$ cat config.mk
export PLATFORM = sky130hd
export DESIGN_NAME = mtws_ctrl
export DESIGN_NICKNAME = d
export VERILOG_FILES = /design/src/rtl/assert_macros.svh /design/src/rtl/mtws_pkg.sv /design/src/rtl/mtws_ctrl.sv
export SDC_FILE = /design/constraint.sdc
export NUM_CORES = 1
export LEC_CHECK = 0
export ABC_AREA = 1
export BUFFER_PORTS_ARGS = -buffer_cell sky130_fd_sc_hd__buf_2
export CORE_AREA = 2 2 39 41
export CTS_BUF_LIST = sky130_fd_sc_hd__clkbuf_16
export DETAILED_ROUTE_END_ITERATION = 7
export DIE_AREA = 0 0 41 43
export SLEW_MARGIN = 40
export SYNTH_ARGS = -nofsm -noshare
export SYNTH_HDL_FRONTEND = slang
export SYNTH_SLANG_ARGS = --single-unit
$ cat constraint.sdc
create_clock -name clk -period 2.25 [get_ports clk]
set_input_delay 0.3375 -clock clk [delete_from_list [all_inputs] [get_ports clk]]
set_output_delay 0.3375 -clock clk [all_outputs]
set_load 0.02 [all_outputs]
$ cat src/rtl/assert_macros.svh
// Assertion macros used by the block's RTL (mtws_dp).
// No dependencies; included by files that carry concurrent assertions.
`ifndef ASSERT_MACROS_SVH
`define ASSERT_MACROS_SVH

// Same-cycle implication, disabled while reset is asserted
`define MTWS_ASSERT_NOW(label, clk, rst_n, ante, cons) \
    label: assert property (@(posedge clk) disable iff (!rst_n) (ante) |-> (cons)) \
        else $error("assertion failed");

// Next-cycle implication, disabled while reset is asserted
`define MTWS_ASSERT_NEXT(label, clk, rst_n, ante, cons) \
    label: assert property (@(posedge clk) disable iff (!rst_n) (ante) |=> (cons)) \
        else $error("assertion failed");

`endif

$ cat src/rtl/mtws_pkg.sv
// Shared constants and controller/datapath command and status types.
// No dependencies.
package mtws_pkg;

    localparam int SUM_W   = 26;
    localparam int BEST_W  = 28;
    localparam int LEN_W   = 11;
    localparam int START_W = 10;
    localparam int FOUND_W = 2;

    // commands from controller to datapath
    typedef struct packed {
        logic ld_issue;
        logic ld_finish;
        logic fill_init;
        logic fill_wr;
        logic tr_init;
        logic tr_rd;
        logic tr_ev;
        logic emit;
    } mtws_cmd_t;

    // status from datapath to controller
    typedef struct packed {
        logic last;
        logic fill_more;
        logic trace_more;
        logic out_free;
    } mtws_status_t;

endpackage

$ cat src/rtl/mtws_ctrl.sv
// Sequencer for load, table fill, trace back and result hand-off.
// Depends on mtws_pkg.
module mtws_ctrl (
    input  logic                   clk,
    input  logic                   rst_n,
    input  logic                   in_valid,
    output logic                   in_ready,
    input  mtws_pkg::mtws_status_t status,
    output mtws_pkg::mtws_cmd_t    cmd
);
    import mtws_pkg::*;

    localparam logic [3:0] S_IDLE      = 4'd0;
    localparam logic [3:0] S_LOAD      = 4'd1;
    localparam logic [3:0] S_FILL_INIT = 4'd2;
    localparam logic [3:0] S_FILL_RD   = 4'd3;
    localparam logic [3:0] S_FILL_WR   = 4'd4;
    localparam logic [3:0] S_TR_INIT   = 4'd5;
    localparam logic [3:0] S_TR_RD     = 4'd6;
    localparam logic [3:0] S_TR_EV     = 4'd7;
    localparam logic [3:0] S_EMIT      = 4'd8;

    logic [3:0] state_reg, state_next;

    always_ff @(posedge clk or negedge rst_n)
    begin
        if (!rst_n)
        begin
            state_reg <= S_IDLE;
        end
        else
        begin
            state_reg <= state_next;
        end
    end

    // next state and commands
    always_comb
    begin
        state_next = state_reg;
        cmd        = '0;
        in_ready   = 1'b0;
        unique case (state_reg)
            S_IDLE:
            begin
                in_ready = 1'b1;
                if (in_valid)
                begin
                    cmd.ld_issue = 1'b1;
                    state_next   = S_LOAD;
                end
            end
            S_LOAD:
            begin
                cmd.ld_finish = 1'b1;
                state_next    = status.last ? S_FILL_INIT : S_IDLE;
            end
            S_FILL_INIT:
            begin
                cmd.fill_init = 1'b1;
                state_next    = S_FILL_RD;
            end
            S_FILL_RD:
            begin
                state_next = status.fill_more ? S_FILL_WR : S_TR_INIT;
            end
            S_FILL_WR:
            begin
                cmd.fill_wr = 1'b1;
                state_next  = S_FILL_RD;
            end
            S_TR_INIT:
            begin
                cmd.tr_init = 1'b1;
                state_next  = S_TR_RD;
            end
            S_TR_RD:
            begin
                cmd.tr_rd  = 1'b1;
                state_next = status.trace_more ? S_TR_EV : S_EMIT;
            end
            S_TR_EV:
            begin
                cmd.tr_ev  = 1'b1;
                state_next = S_TR_RD;
            end
            S_EMIT:
            begin
                if (status.out_free)
                begin
                    cmd.emit   = 1'b1;
                    state_next = S_IDLE;
                end
            end
            default:
            begin
                state_next = S_IDLE;
            end
        endcase
    end
endmodule

* Word level (Yosys, flattened, before mapping) *
Cells that the tools add are included.

operators by class
  $add $sub $neg = 0
  $mul = 0
  div/mod/pow operators = 0
  magnitude comparators = 0
  eq/ne operators = 10
  shifts and indexed selects = 0
  muxes and demuxes = 17
  bitwise logic cells = 0
  reductions and logical operators = 4

operators by type and width
  operator            number
  $pmux 4 s7          1
  $eq 4x3->1 const B  4
  $mux 1              12
  $mux 4              3
  $eq 4x2->1 const B  2
  $eq 4x1->1 const B  1
  $eq 4x4->1 const B  1
  $logic_not 4->1     1
  $ne 2x2->1 const B  2
  $reduce_or 2->1     2
  $mux 2              1
  $reduce_and 2->1    1

word-level totals
  register bits after elaboration = 4
  latch bits = 0
  RAM bits = 0
  ROM bits = 0
  bits of input ports = 7
  output and inout port bits = 9
  logic and storage cells = 32
  memories = 0

* Longest topological paths before layout *
  depth after elaboration = 3
  mapped depth = 6
  depth with buffers taken out = 6

* Least setup slack after synthesis *
Ideal clock, no wire load.

  path type = register to output
  from = reg state_reg[3]
  to = out cmd[3] (netlist bit)
  data arrival time = 1.068 ns
  data required time = 1.913 ns
  slack = 0.845 ns
  cell stages (with the launch flop) = 4
  path buffers = 0
  path through = dfrtp_1 nor2_4 inv_2 nor3_1

RTL lines
  item                    line             source
  start, declared         mtws_ctrl.sv:23  logic [3:0] state_reg, state_next;
  start signal, assigned  mtws_ctrl.sv:33  state_reg <= state_next;
  end, declared           mtws_ctrl.sv:9   output mtws_pkg::mtws_cmd_t cmd

==> impl_metrics.toml <==
[setup_path]
crit_path_max_fanout = 5
cp.arrival_ns = 1.25
r2r-end = "state_reg[1]"
end_kind = "output pin"
cp-startpoint = "state_reg[1]"
r2r_slack_ns = 1.16
timing.rr.start = "state_reg[1]"
start_kind = "flop"
crit_required_ns = 1.91
worstSetupPathType = "flop to output pin"
r2r_cells = 6
worstSetupEndpoint = "cmd[7]"

[drt]
via_per_inst = 4.11
dr.first_iter.drc_count = 5
detail_route.wl_per_cell_um = 9.15
drc_errors = 0
vias = 333
drt_first_pass_iters = 2
postRouteAntennaNets = 0
finalWirelength_um = 741

[place]
place_congestion = 0.837
post-dp-hpwl_um = 597
port_buffers = 15

[synthesis]
avgSynthCellArea_sq_um = 6.83
yosys.area.top_type_share_pct = 31.9
ys_ff_latch = 4
synth_top_cell_by_area = "dfrtp_1"
synth_most_common_cell = "inv_1"
ys_top_cells_by_count = "9 x inv_1, 8 x nand2_1, 5 x inv_2"
yosysWarnings = 0
ys_async_sr_fraction_pct = 100
synth-seq-area-share_pct = 31.9
synth_nets = 53
synth_area_leaders = "dfrtp_1 32%, inv_1 11%, nand2_1 9.6%, nor2_2 8.0%, nor2_4 7.2%"
synthFlopType = "dfrtp_1"
ys_types = 16
syn_area_sq_um = 314
synthCells = 46
synth-edff-count = 0

[floorplan]
die_w_um = 41
die_h_um = 43
die_area_sq_um = 1760
initial_core_util_pct = 22.7
ios = 16
coreArea_sq_um = 1380
rows = 14

[hold_path]
hold_depth = 2
hold_class = "input port to flop"

[timing]
finalCritPeriodShare_pct = 70.4
rsz0062_at_grt = "false"
slew_viol_final = 0
worst_slew_pin_slew_ns = 0.207
finalHoldViolCount = 0
fmax_mhz = 631
fin_crit_ns = 1.59
final.setup.tns_ns = 0
setup_viol = 0
relSlewSlack_pct = 86.2
clock_skew_ns = 0.00406

[clocking]
clk_latency_ns = 0.22
htree_levels = 1
cts_sinks = 4
cts-buffers-inserted = 3
ctsLongestPathBuffers = 2
cts_resized = 0
cts_root_buffer = "clkbuf_16"
postCtsHoldBufs = 1
cts_tree = "yes"
clk_pin_slew_ns = 0.03
post_cts_buffers = 0

[cells_and_area]
final_util_pct = 35.7
largest_reg_flops = 4
register_area_sq_um = 100
nNetsFinal = 74
drive_above_1_share_pct = 49.2
antennaDiodeCount = 0
multi_input_area_sq_um = 161
n_fill_cell = 146
area_growth_pct = 57.4

[run_status]
outcome = "finished clean"

[job]
drv_cap = 0

[global_route]
grt_max_degree = 6
grt_pass1_vias = 288
grt_pass1_wl_um = 1200
grt_use_total_pct = 11.2
overflow = 0
antenna_found_initial = 0

[pwr]
irDropWorstVdd_mv = 0.735
cellPowerDensity_nw_per_um2 = 1550
p_leak_nw = 0.302
[how the worst min path moves through the flow]
stage | from | end | slack, ns
2_1_floorplan | rst_n | state_reg[0] | 0.04
3_3_place_gp | rst_n | state_reg[0] | 0.15
3_5_place_dp | rst_n | state_reg[3] | 0.15
4_1_cts | status[1] | state_reg[3] | 0.32
5_1_grt | status[1] | state_reg[3] | 0.32
6_report | status[1] | state_reg[3] | 0.32
[critical path, stage by stage, from the launching register on]
cell and delay [ns]:
dfrtp_1 0.43, nor2_2 0.20, nand2_1 0.13, nor2_1 0.10, buf_2 0.16
[routing by layer]
metal | track usage, % | wire [um]
met1 | 13.9 | 354
met2 | 12.8 | 283
met3 | 9.42 | 94
met4 | 6.00 | 8
met5 | 0 | 0
[kinds of logic after synthesis]
| group | synth area share, % |
|---|---|
| and+or+nand+nor | 42.6 |
| buffers and inverters | 16.7 |
| DFF | 31.9 |
| AOI/OAI and AO/OA | 8.77 |
[per-stage QoR]
| stage | hold slack [ns] | cells | setup WS (ns) | instance area (sq um) | power, mW |
|---|---|---|---|---|---|
| 3_5_place_dp | 0.147 | 77 | 0.905 | 409 | 0.493 |
| 3_3_place_gp | 0.146 | 77 | 0.907 | 409 | 0.491 |
| 2_1_floorplan | 0.0419 | 46 | 0.845 | 314 | 0.403 |
| 5_1_grt | 0.318 | 81 | 0.528 | 494 | 0.829 |
| 6_report | 0.317 | 81 | 0.665 | 494 | 0.768 |
| 4_1_cts | 0.320 | 81 | 0.651 | 494 | 0.778 |
[cell type report]
class                   instances  area share [%]
multi-input cells              28            32.7
clock buffers                   3            15.2
repair buffers                 16            17.2
inverters                      14            10.6
well taps                      16            4.05
flip-flops and latches          4            20.3
[placed cells by master (no fill, tap or decap), types with 2 or more instances in the layout]
cell        n
nor2_4      2
dfrtp_1     4
nand3_1     2
inv_2       5
clkbuf_16   3
inv_1       9
o21ai_1     2
buf_2      15
nand2_1     8
nor2_1      3
nor2_2      4
[where the power goes]
part	leakage [nW]	total, mW	internal (mW)	switching [mW]
Combinational	0.214	0.350	0.121	0.229
Sequential	0.0512	0.142	0.101	0.0408
Clock	0.0370	0.275	0.227	0.0484
Note: power is estimated with default switching activity, not from simulation.
